<file path="src/design/lpvc_pkg.sv">
// ----------------------------------------------------------------------------
// lpvc_pkg
// Shared types and constants for the length-prefix size codec: the item
// and result structs, the internal command carried from front to back.
// ----------------------------------------------------------------------------
package lpvc_pkg;

    // operation codes carried in the mode field
    localparam logic MODE_ENCODE = 1'b0;
    localparam logic MODE_DECODE = 1'b1;

    // prefix bytes
    localparam logic [7:0] PFX_ONE   = 8'd251;
    localparam logic [7:0] PFX_TWO   = 8'd252;
    localparam logic [7:0] PFX_FOUR  = 8'd253;
    localparam logic [7:0] PFX_EIGHT = 8'd254;
    localparam logic [7:0] PFX_ALT   = 8'd255;

    // value bounds and offset
    localparam logic [63:0] LIM_DIRECT = 64'd250;
    localparam logic [63:0] LIM_ONE    = 64'hFF + 64'd250;
    localparam logic [63:0] LIM_TWO    = 64'hFFFF + 64'd250;
    localparam logic [63:0] LIM_FOUR   = 64'hFFFF_FFFF;
    localparam logic [16:0] OFFSET     = 17'd250;

    // payload lengths
    localparam logic [3:0] LEN_NONE  = 4'd0;
    localparam logic [3:0] LEN_ONE   = 4'd1;
    localparam logic [3:0] LEN_TWO   = 4'd2;
    localparam logic [3:0] LEN_FOUR  = 4'd4;
    localparam logic [3:0] LEN_EIGHT = 4'd8;

    // default depth of the command queue
    localparam int QUEUE_DEPTH_DEF = 4;

    typedef struct packed {
        logic        mode;
        logic [63:0] value;
        logic [7:0]  byte_in;
    } item_t;

    typedef struct packed {
        logic [7:0]  out_byte;
        logic        byte_valid;
        logic [63:0] decoded_value;
        logic        value_done;
        logic        last;
    } result_t;

    // one classified command: an encode run or a single decode result
    typedef struct packed {
        logic        is_dec;
        logic        done;
        logic [7:0]  head;
        logic [3:0]  len;
        logic [63:0] data;
    } cmd_t;

    // queue head as seen by the back end
    typedef struct packed {
        logic valid;
        cmd_t cmd;
    } q_status_t;

endpackage

</file>
<file path="src/design/lpvc_front.sv">
// ----------------------------------------------------------------------------
// lpvc_front
// Accepts items, classifies encode values by size and runs the decoder
// state, producing one command per item for the queue.
// ----------------------------------------------------------------------------
module lpvc_front
(
    input  logic              clk,
    input  logic              rst_n,
    input  logic              accept,
    input  lpvc_pkg::item_t   item,
    output lpvc_pkg::cmd_t    cmd
);

    logic [3:0]  bytes_left_reg, bytes_left_next;
    logic        add_offset_reg, add_offset_next;
    logic [63:0] acc_reg, acc_next;
    logic [2:0]  pos_reg, pos_next;

    lpvc_pkg::cmd_t enc_cmd;
    lpvc_pkg::cmd_t dec_cmd;
    logic [16:0]    small_sub;
    logic [63:0]    acc_merged;
    logic [3:0]     left_dec;

    // encode classification
    always_comb
    begin
        small_sub      = item.value[16:0] - lpvc_pkg::OFFSET;
        enc_cmd        = '0;
        enc_cmd.is_dec = 1'b0;
        if (item.value > lpvc_pkg::LIM_FOUR)
        begin
            enc_cmd.head = lpvc_pkg::PFX_EIGHT;
            enc_cmd.data = item.value;
            enc_cmd.len  = lpvc_pkg::LEN_EIGHT;
        end
        else if (item.value > lpvc_pkg::LIM_TWO)
        begin
            enc_cmd.head = lpvc_pkg::PFX_FOUR;
            enc_cmd.data = item.value;
            enc_cmd.len  = lpvc_pkg::LEN_FOUR;
        end
        else if (item.value > lpvc_pkg::LIM_ONE)
        begin
            enc_cmd.head = lpvc_pkg::PFX_TWO;
            enc_cmd.data = {48'd0, small_sub[15:0]};
            enc_cmd.len  = lpvc_pkg::LEN_TWO;
        end
        else if (item.value > lpvc_pkg::LIM_DIRECT)
        begin
            enc_cmd.head = lpvc_pkg::PFX_ONE;
            enc_cmd.data = {48'd0, small_sub[15:0]};
            enc_cmd.len  = lpvc_pkg::LEN_ONE;
        end
        else
        begin
            enc_cmd.head = item.value[7:0];
            enc_cmd.data = '0;
            enc_cmd.len  = lpvc_pkg::LEN_NONE;
        end
    end

    // decoder step
    always_comb
    begin
        bytes_left_next = bytes_left_reg;
        add_offset_next = add_offset_reg;
        acc_next        = acc_reg;
        pos_next        = pos_reg;
        dec_cmd         = '0;
        dec_cmd.is_dec  = 1'b1;
        acc_merged      = acc_reg | ({56'd0, item.byte_in} << {pos_reg, 3'b000});
        left_dec        = bytes_left_reg - 4'd1;
        if (bytes_left_reg == lpvc_pkg::LEN_NONE)
        begin
            acc_next        = '0;
            pos_next        = '0;
            add_offset_next = 1'b0;
            case (item.byte_in)
                lpvc_pkg::PFX_EIGHT,
                lpvc_pkg::PFX_ALT:   bytes_left_next = lpvc_pkg::LEN_EIGHT;
                lpvc_pkg::PFX_FOUR:  bytes_left_next = lpvc_pkg::LEN_FOUR;
                lpvc_pkg::PFX_TWO:
                begin
                    bytes_left_next = lpvc_pkg::LEN_TWO;
                    add_offset_next = 1'b1;
                end
                lpvc_pkg::PFX_ONE:
                begin
                    bytes_left_next = lpvc_pkg::LEN_ONE;
                    add_offset_next = 1'b1;
                end
                default:
                begin
                    dec_cmd.done = 1'b1;
                    dec_cmd.data = {56'd0, item.byte_in};
                end
            endcase
        end
        else
        begin
            bytes_left_next = left_dec;
            if (left_dec == lpvc_pkg::LEN_NONE)
            begin
                // final payload byte, value complete
                dec_cmd.done    = 1'b1;
                dec_cmd.data    = acc_merged
                                + (add_offset_reg ? {47'd0, lpvc_pkg::OFFSET} : 64'd0);
                acc_next        = '0;
                pos_next        = '0;
                add_offset_next = 1'b0;
            end
            else
            begin
                acc_next = acc_merged;
                pos_next = pos_reg + 3'd1;
            end
        end
    end

    // command for the queue
    assign cmd = (item.mode == lpvc_pkg::MODE_DECODE) ? dec_cmd : enc_cmd;

    // decoder state, held across encode items
    always_ff @(posedge clk or negedge rst_n)
    begin
        if (!rst_n)
        begin
            bytes_left_reg <= '0;
            add_offset_reg <= 1'b0;
            acc_reg        <= '0;
            pos_reg        <= '0;
        end
        else if (accept && item.mode == lpvc_pkg::MODE_DECODE)
        begin
            bytes_left_reg <= bytes_left_next;
            add_offset_reg <= add_offset_next;
            acc_reg        <= acc_next;
            pos_reg        <= pos_next;
        end
    end

endmodule

</file>
<file path="src/design/lpvc_queue.sv">
// ----------------------------------------------------------------------------
// lpvc_queue
// Short command queue between front and back, so each side can stall
// on its own.
// ----------------------------------------------------------------------------
module lpvc_queue
#(
    parameter int DEPTH = lpvc_pkg::QUEUE_DEPTH_DEF
)
(
    input  logic                 clk,
    input  logic                 rst_n,
    input  logic                 wr_en,
    input  lpvc_pkg::cmd_t       wr_cmd,
    input  logic                 rd_en,
    output logic                 full,
    output lpvc_pkg::q_status_t  status
);

    localparam int PW = (DEPTH > 1) ? $clog2(DEPTH) : 1;
    localparam int CW = $clog2(DEPTH + 1);
    localparam logic [PW-1:0] LAST_IDX = PW'(DEPTH - 1);
    localparam logic [CW-1:0] FULL_CNT = CW'(DEPTH);

    lpvc_pkg::cmd_t  slot_reg [DEPTH];
    logic [PW-1:0]   wr_ptr_reg, wr_ptr_next;
    logic [PW-1:0]   rd_ptr_reg, rd_ptr_next;
    logic [CW-1:0]   count_reg, count_next;

    assign full         = (count_reg == FULL_CNT);
    assign status.valid = (count_reg != '0);
    assign status.cmd   = slot_reg[rd_ptr_reg];

    // pointer and count update
    always_comb
    begin
        wr_ptr_next = wr_ptr_reg;
        rd_ptr_next = rd_ptr_reg;
        count_next  = count_reg;
        if (wr_en)
        begin
            wr_ptr_next = (wr_ptr_reg == LAST_IDX) ? '0 : wr_ptr_reg + 1'b1;
        end
        if (rd_en)
        begin
            rd_ptr_next = (rd_ptr_reg == LAST_IDX) ? '0 : rd_ptr_reg + 1'b1;
        end
        case ({wr_en, rd_en})
            2'b10:   count_next = count_reg + 1'b1;
            2'b01:   count_next = count_reg - 1'b1;
            default: count_next = count_reg;
        endcase
    end

    always_ff @(posedge clk or negedge rst_n)
    begin
        if (!rst_n)
        begin
            wr_ptr_reg <= '0;
            rd_ptr_reg <= '0;
            count_reg  <= '0;
        end
        else
        begin
            wr_ptr_reg <= wr_ptr_next;
            rd_ptr_reg <= rd_ptr_next;
            count_reg  <= count_next;
        end
    end

    // command storage
    always_ff @(posedge clk)
    begin
        if (wr_en)
        begin
            slot_reg[wr_ptr_reg] <= wr_cmd;
        end
    end

endmodule

</file>
<file path="src/design/lpvc_back.sv">
// ----------------------------------------------------------------------------
// lpvc_back
// Carries out queued commands into the output register: an encode run one
// byte per cycle while the output is free or popped, or a decode result.
// ----------------------------------------------------------------------------
module lpvc_back
(
    input  logic                 clk,
    input  logic                 rst_n,
    input  lpvc_pkg::q_status_t  q,
    output logic                 q_pop,
    input  logic                 pop,
    output logic                 empty,
    output lpvc_pkg::result_t    result
);

    logic [3:0]          cnt_reg, cnt_next;
    logic                out_valid_reg, out_valid_next;
    lpvc_pkg::result_t   result_reg, result_next;
    logic                advance;
    logic [2:0]          byte_idx;
    logic                at_end;

    assign empty   = !out_valid_reg;
    assign result  = result_reg;
    assign advance = q.valid && (!out_valid_reg || pop);
    assign byte_idx = 3'(cnt_reg - 4'd1);
    assign at_end  = q.cmd.is_dec || (cnt_reg == q.cmd.len);
    assign q_pop   = advance && at_end;

    // next result and byte counter
    always_comb
    begin
        cnt_next       = cnt_reg;
        out_valid_next = out_valid_reg;
        result_next    = result_reg;
        if (out_valid_reg && pop)
        begin
            out_valid_next = 1'b0;
        end
        if (advance)
        begin
            out_valid_next = 1'b1;
            result_next    = '0;
            if (q.cmd.is_dec)
            begin
                result_next.decoded_value = q.cmd.data;
                result_next.value_done    = q.cmd.done;
            end
            else
            begin
                result_next.byte_valid = 1'b1;
                result_next.out_byte   = (cnt_reg == '0) ? q.cmd.head
                                       : q.cmd.data[{byte_idx, 3'b000} +: 8];
            end
            result_next.last = at_end;
            cnt_next         = at_end ? '0 : cnt_reg + 4'd1;
        end
    end

    always_ff @(posedge clk or negedge rst_n)
    begin
        if (!rst_n)
        begin
            cnt_reg       <= '0;
            out_valid_reg <= 1'b0;
        end
        else
        begin
            cnt_reg       <= cnt_next;
            out_valid_reg <= out_valid_next;
        end
    end

    // result payload
    always_ff @(posedge clk)
    begin
        result_reg <= result_next;
    end

`ifndef SYNTHESIS
    // a run in progress always has its command at the queue head
    a_cnt_needs_cmd: assert property (@(posedge clk) disable iff (!rst_n)
        (cnt_reg != '0) |-> q.valid)
        else $error("byte counter running with no queued command");

    // decode commands never start a multi-byte run
    a_dec_single: assert property (@(posedge clk) disable iff (!rst_n)
        (q.valid && q.cmd.is_dec) |-> (cnt_reg == '0))
        else $error("decode command met mid-run");

    // counter stays within the run length
    a_cnt_range: assert property (@(posedge clk) disable iff (!rst_n)
        (q.valid && !q.cmd.is_dec) |-> (cnt_reg <= q.cmd.len))
        else $error("byte counter past run length");
`endif

endmodule

</file>
<file path="src/design/length_prefix_varint_codec_top.sv">
// ----------------------------------------------------------------------------
// length_prefix_varint_codec_top
// Size codec with a 250 offset: encodes a 64-bit size into 1 to 9 bytes,
// or decodes one byte of such a stream per item.
//
//   channel   signals            direction   transfer when
//   item      push, full, item   in          push && !full
//   result    empty, pop, result out         pop && !empty
//
// A decode item gives one result, an encode item gives 1 + payload bytes
// results, one per cycle from the back end while the output is free or
// popped. The front end takes one item per cycle while the command queue
// has room; the queue depth sets how far it runs ahead of a long encode
// run. Each result is registered from the command at the queue head. Reset
// clears the decoder state and empties the queue and the output register.
// ----------------------------------------------------------------------------
module length_prefix_varint_codec_top
#(
    parameter int QUEUE_DEPTH = lpvc_pkg::QUEUE_DEPTH_DEF
)
(
    input  logic                clk,
    input  logic                rst_n,
    input  logic                push,
    output logic                full,
    input  lpvc_pkg::item_t     item,
    output logic                empty,
    input  logic                pop,
    output lpvc_pkg::result_t   result
);

    logic                 accept;
    lpvc_pkg::cmd_t       cmd;
    lpvc_pkg::q_status_t  q_status;
    logic                 q_pop;

    assign accept = push && !full;

    // classify and decode
    lpvc_front u_front
    (
        .clk    (clk),
        .rst_n  (rst_n),
        .accept (accept),
        .item   (item),
        .cmd    (cmd)
    );

    // command queue
    lpvc_queue #(
        .DEPTH (QUEUE_DEPTH)
    ) u_queue
    (
        .clk    (clk),
        .rst_n  (rst_n),
        .wr_en  (accept),
        .wr_cmd (cmd),
        .rd_en  (q_pop),
        .full   (full),
        .status (q_status)
    );

    // byte emission and output register
    lpvc_back u_back
    (
        .clk    (clk),
        .rst_n  (rst_n),
        .q      (q_status),
        .q_pop  (q_pop),
        .pop    (pop),
        .empty  (empty),
        .result (result)
    );

endmodule
</file>
<file path="config.mk">
export PLATFORM = sky130hd
export DESIGN_NAME = length_prefix_varint_codec_top
export DESIGN_NICKNAME = d
export VERILOG_FILES = /design/src/design/lpvc_pkg.sv /design/src/design/lpvc_front.sv /design/src/design/lpvc_queue.sv /design/src/design/lpvc_back.sv /design/src/design/length_prefix_varint_codec_top.sv
export SDC_FILE = /design/constraint.sdc
export NUM_CORES = 1
export LEC_CHECK = 0
export BUFFER_PORTS_ARGS = -buffer_cell sky130_fd_sc_hd__buf_2
export CAP_MARGIN = 10
export CORE_ASPECT_RATIO = 0.6
export CORE_MARGIN = 2
export CORE_UTILIZATION = 40
export CTS_CLUSTER_DIAMETER = 80
export DETAILED_ROUTE_END_ITERATION = 12
export SLEW_MARGIN = 10
export SYNTH_ARGS = -nofsm -noshare
export SYNTH_HDL_FRONTEND = slang
export SYNTH_HIERARCHICAL = 1
export SYNTH_SLANG_ARGS = --single-unit
</file>
<file path="constraint.sdc">
create_clock -name clk -period 6.7 [get_ports clk]
set_input_delay 0.67 -clock clk [delete_from_list [all_inputs] [get_ports clk]]
set_output_delay 0.67 -clock clk [all_outputs]
set_load 0.02 [all_outputs]
</file>
# [Word level (Yosys, flattened, before mapping)]
# Memory sizes are Yosys's and may differ from the RTL's.
# Cells that the tools add are included.
[totals] ff_bits=159 mem_bits_rw=312 n_memories=1
[mem_list] name="u_queue.slot_reg" depth=4 width=78 read_ports=1 rd_clocked_by_memory_dff=0 write_ports=1 line="lpvc_queue.sv:25" source="lpvc_pkg::cmd_t slot_reg [DEPTH];"
[op_classes] n_addsub=10 magnitude_cmp=4 n_eq_ne=12 n_shift=2 n_mux=31 bitwise_logic=1 reduce_logical=21
[op_table] op="76-bit two-way mux" count=4
[op_table] op="64-bit two-way mux" count=4
[op_table] op="78-bit two-way mux" count=1
[op_table] op="64-bit adder" count=1
[op_table] op="64-bit by 17-bit > comparator with 1-bit output, second input constant" count=1
[op_table] op="64-bit by 32-bit > comparator with 1-bit output, second input constant" count=1
[op_table] op="64-bit by 8-bit > comparator with 1-bit output, second input constant" count=1
[op_table] op="64-bit by 9-bit > comparator with 1-bit output, second input constant" count=1
[op_table] op="64-bit OR" count=1
[op_table] op="64-bit by 7-bit variable part select with 8-bit output" count=1
[op_table] op="8-bit by 6-bit left shift with 64-bit output" count=1
[op_table] op="8-bit equality test, second input constant" count=5
[op_table] op="8-bit two-way mux" count=3
[op_table] op="4-bit case mux with 4 select lines" count=1
[op_table] op="16-bit by 8-bit subtractor with 16-bit output, second input constant" count=1
[op_table] op="4-bit logical NOT" count=3
[op_table] op="1-bit two-way mux" count=11
[op_table] op="4-bit two-way mux" count=2
[op_table] op="3-bit by 1-bit adder with 3-bit output, second input constant" count=2
[op_table] op="2-bit equality test, second input constant" count=3
[op_table] op="3-bit two-way mux" count=2
[op_table] op="3-bit case mux with 2 select lines" count=1
[op_table] op="2-bit nonzero test" count=3
[op_table] op="3-bit by 1-bit subtractor with 3-bit output, second input constant" count=2
[op_table] op="other kinds (15)" count=25

# [Depth between registers and ports, before layout]
[depth] depth_word=6 ltp_mapped=16

# [Modules after synthesis]
# Netlist, hierarchy kept.
[by_module_without_submodules] mod="lpvc_queue" n_inst=1 cells_each=447 area_per_inst_um2=11760.0 seq_area_each_um2=9544.2
[by_module_without_submodules] mod="lpvc_front" n_inst=1 cells_each=862 area_per_inst_um2=6565.0 seq_area_each_um2=1801.7
[by_module_without_submodules] mod="lpvc_back" n_inst=1 cells_each=255 area_per_inst_um2=3654.8 seq_area_each_um2=2377.3
[by_module_without_submodules] mod="length_prefix_varint_codec_top" n_inst=1 cells_each=1 area_per_inst_um2=13.8 seq_area_each_um2=0.0

# [Least setup slack after synthesis]
# No wires, ideal clock.
[synth_timing] path_type="register -> register" from="register u_front.pos_reg[0]" to="memory u_queue/slot_reg[0][41] (netlist name) (data pin)" setup_ns=0.266 t_arrival_ns=3.893 required_time_ns=6.434 setup_slack_ns=2.541 path_stages_with_launch=17 path_buffers=5 synth_period_minus_slack_ns=4.159 path_cell_list="dfrtp_1 > buf_4 > buf_4 > clkbuf_1 > clkbuf_1 > nor3_1 > a21o_1 > ha_1 > ha_1 > nand3_1 > a21oi_1 > o21ba_2 > or4b_1 > clkbuf_1 > nor4b_1 > xnor2_1 > a22o_1"
[synth_rtl] element="from (decl)" line="lpvc_front.sv:18" source="logic [2:0] pos_reg, pos_next;"
[synth_rtl] element="from (signal assigned)" line="lpvc_front.sv:140" source="pos_reg <= pos_next;"
[synth_rtl] element="to (decl)" line="lpvc_queue.sv:25"

==> impl_results.md <==
* WL/cell at 25.13 um
* Setup_tns at 0 ns
* CP Launch Type: flip-flop
* Crit path buf inv count at 1
* Distinct cells, synth at 76
* Global-route wire length before repair at around 90000 um
* Critical Path End Type: flip-flop
* Total track usage at 0.2142
* Post-Synthesis Cell Area at around 0.022 sq mm
* Final non-filler cell total at 2431
* IO Pins at between 150 and 200
* Inserted Clock Buffers at 46
* DRC viols at 0
* PostCTS Resize Cnt at 0
* CTS sink count at about 470
* Die footprint at ~0.057 sq mm
* Maximum fanout along the worst path at 36
* Slew Viols, Final at 0
* Worst-path cell chain: buf_4 -> nor3_1 -> a21o_1 -> ha_1 -> ha_1 -> nand3_1 -> a21oi_1 -> o21ba_2 -> or4b_1 -> nor3_2 -> a211oi_1 -> a211o_1
* Worst skew pair latency at between 0.5 and 0.6 ns
* Worst path required time at roughly 7 ns
* GRT overflow at 0
* RSZ-0062 raised after global routing: no
* Worst VDD drop at ~0.22 mV
* Pre-CTS setup slack at ~1.8 ns
* Hold Crit Class: input port to flip-flop
* Htree depth at 2
* Die height at 185.6 um
* Syn nets at ~1.7k
* Max-Cap Viols at 0
* Dominant cells by area after synthesis: edfxtp_1 (53%), dfrtp_1 (9.6%), mux4_2 (8.7%)
* Number of fill cells at approximately 4.8k
* Share of cells above drive strength 1 at 0.2126
* Die width at ~300 um
* Pre-antenna DRT Iters at 6
* Layout Area Growth over Synthesis at 12.64%
* Synthesis Warnings at 6
* Max frequency at between 150 and 200 MHz
* Delay-heaviest family, CP: simple AND/OR/NAND/NOR gates
* Initial drt markers at about 1.8k
* Seq/Total Area, Yosys at 0.6240
* Outcome: completed
* Total core area at 0.05425 sq mm
* Ys flop type: edfxtp_1
* Initial Util at 0.4054
* Clock skew at between 0.02 and 0.03 ns
* Post-DRT Antenna Nets at 0
* Asr flop ratio synth at 0.1783
* Avg Inst Size Synth at about 14 sq um
* DPL Wire Length at 42390 um
* Inst Count DP at 2347
* Clk slew on worst S/H paths at approximately 0.07 ns
* Antenna Cells at 0
* TritonCTS clock tree: yes
* Post-layout min period at around 5 ns
* Vias in the first global route at about 13k
* Static leakage at around 8.8 nW
* Via count at roughly 14k
* Max incr delay on CP at a little over 0.9 ns
* Post-synth top cells: edfxtp_1 (387), nor2_1 (111), a21oi_1 (108), and2_1 (87), mux4_2 (85)
* Fin worst setup slack at 1.677 ns
* Kind of critical path: flip-flop to flip-flop
* Layout net count at 1780
* Most frequent cell after synthesis: edfxtp_1
* Row count at 66
* Cell taking the most area after synthesis: edfxtp_1
* Internal reg-to-reg setup slack at 1.68 ns
* Power Density at about 480 mW/mm^2
* Pin count of the biggest net entering global routing at 73
* Port Buf Inserts at 153
* CP arrival at 5.33 ns
* FF+latch area at 0.01373 sq mm
* CP max stage cell: nor3_2
* Post-synth top area share at 0.5284
* CTS Root Cell: clkbuf_16
* Multi-input gate area at ~0.0075 sq mm
* Fin. Hold Viols at 0
* Placer Congestion at around 0.90
* Top cell by count, worst path: ha_1
* Setup violators final at 0
* Routed WL at about 60000 um
* CTS Buffer Depth at 3
* Antenna violations before repair at 0
* Synthesized instance count at roughly 1.6k
* Final Cycle Share at 0.7496
* Max reg flops at roughly 310
* Number of synthesized register bits at 471
* Vias/cell at roughly 5.9
* Post-synth EDFFs at approximately 390
* Worst slew margin at 0.2644
* Worst Tran Pin Value at ~1.1 ns
## worst reg2reg max path, delay by kind of cell, from the launching register on
kind | cells | cell delay (ns)
compound gates | 5 | 1.22
simple gates | 4 | 2.57
buf+inv | 1 | 0.24
flops | 1 | 0.36
fa+ha+maj | 2 | 0.37
## stage by stage
step	hold WS (ns)	cell area [sq um]	power [W]	utilization
CTS	0.3317	24770	0.01197	0.4566
floorplan	0.3744	21990	0.007856	-
global placement	0.4741	23230	0.009259	0.4282
global route	0.4090	24770	0.01253	0.4566
detailed placement	0.4793	23230	0.009306	0.4282
finish	0.3628	24770	0.01192	0.4566
## layer usage
metal  part of all wire  up-vias  GRT usage
met5                  0        -          0
met4              0.020        0    0.04706
met3              0.088       90    0.04395
met2               0.43      656     0.3123
met1               0.46     7251     0.3283
li1                   -     6242          -
## worst paths after layout
kind,startpoint,endpoint,depth (start not counted)
worst max-delay path,u_front/pos_reg[2],u_queue/slot_reg[3][55],12
worst max register to register,u_front/pos_reg[2],u_queue/slot_reg[3][55],12
max in group asynchronous,rst_n,u_front/acc_reg[51],3
worst min register to register,u_queue/count_reg[2],u_queue/count_reg[2],1
worst min-delay path,pop,u_back/out_valid_reg,3
min in group asynchronous,rst_n,u_queue/count_reg[2],2
## cells by family after synthesis
logic type	synth area share
buffers and inverters	0.03465
xor gates and xnor gates	0.02953
adders and majority gates	0.01274
AOI/OAI and AO/OA	0.08664
and+or+nand+nor	0.1154
DFF	0.6240
muxes	0.09711
## cell usage in the layout (no fill, tap or decap), types with 46 or more instances in the layout
cell type  netlist  routed
nand2_1         57      57
nor2_1         111     111
a21oi_1        108     108
edfxtp_1       387     387
clkbuf_16        0      46
buf_2           16     152
xnor2_1         59      59
and2_1          87      82
dfrtp_1         84      82
mux4_2          85      85
## area by class of cell
cell class / count / share of cell area
Tap cell: 714 / 0.03606
Clock buffer: 54 / 0.04768
Multi-Input combinational cell: 943 / 0.3036
Clock inverter: 29 / 0.01404
Inverter: 47 / 0.007172
Sequential cell: 471 / 0.5543
Timing Repair Buffer: 173 / 0.03717
## where the power goes
part	switching [W]	internal, W	total, W
combinational	0.00285	0.00171	0.00456
sequential	0.000473	0.00424	0.00471
clock	0.00114	0.00151	0.00265
## repair_timing
action | 4_1_cts | 5_1_grt
hold buffers | 1 | 0
buffers inserted | 0 | 0
endpoints found under the hold margin | 12 | 0
setup endpoints to repair | 0 | 0
(Power assumes the default switching activity.)
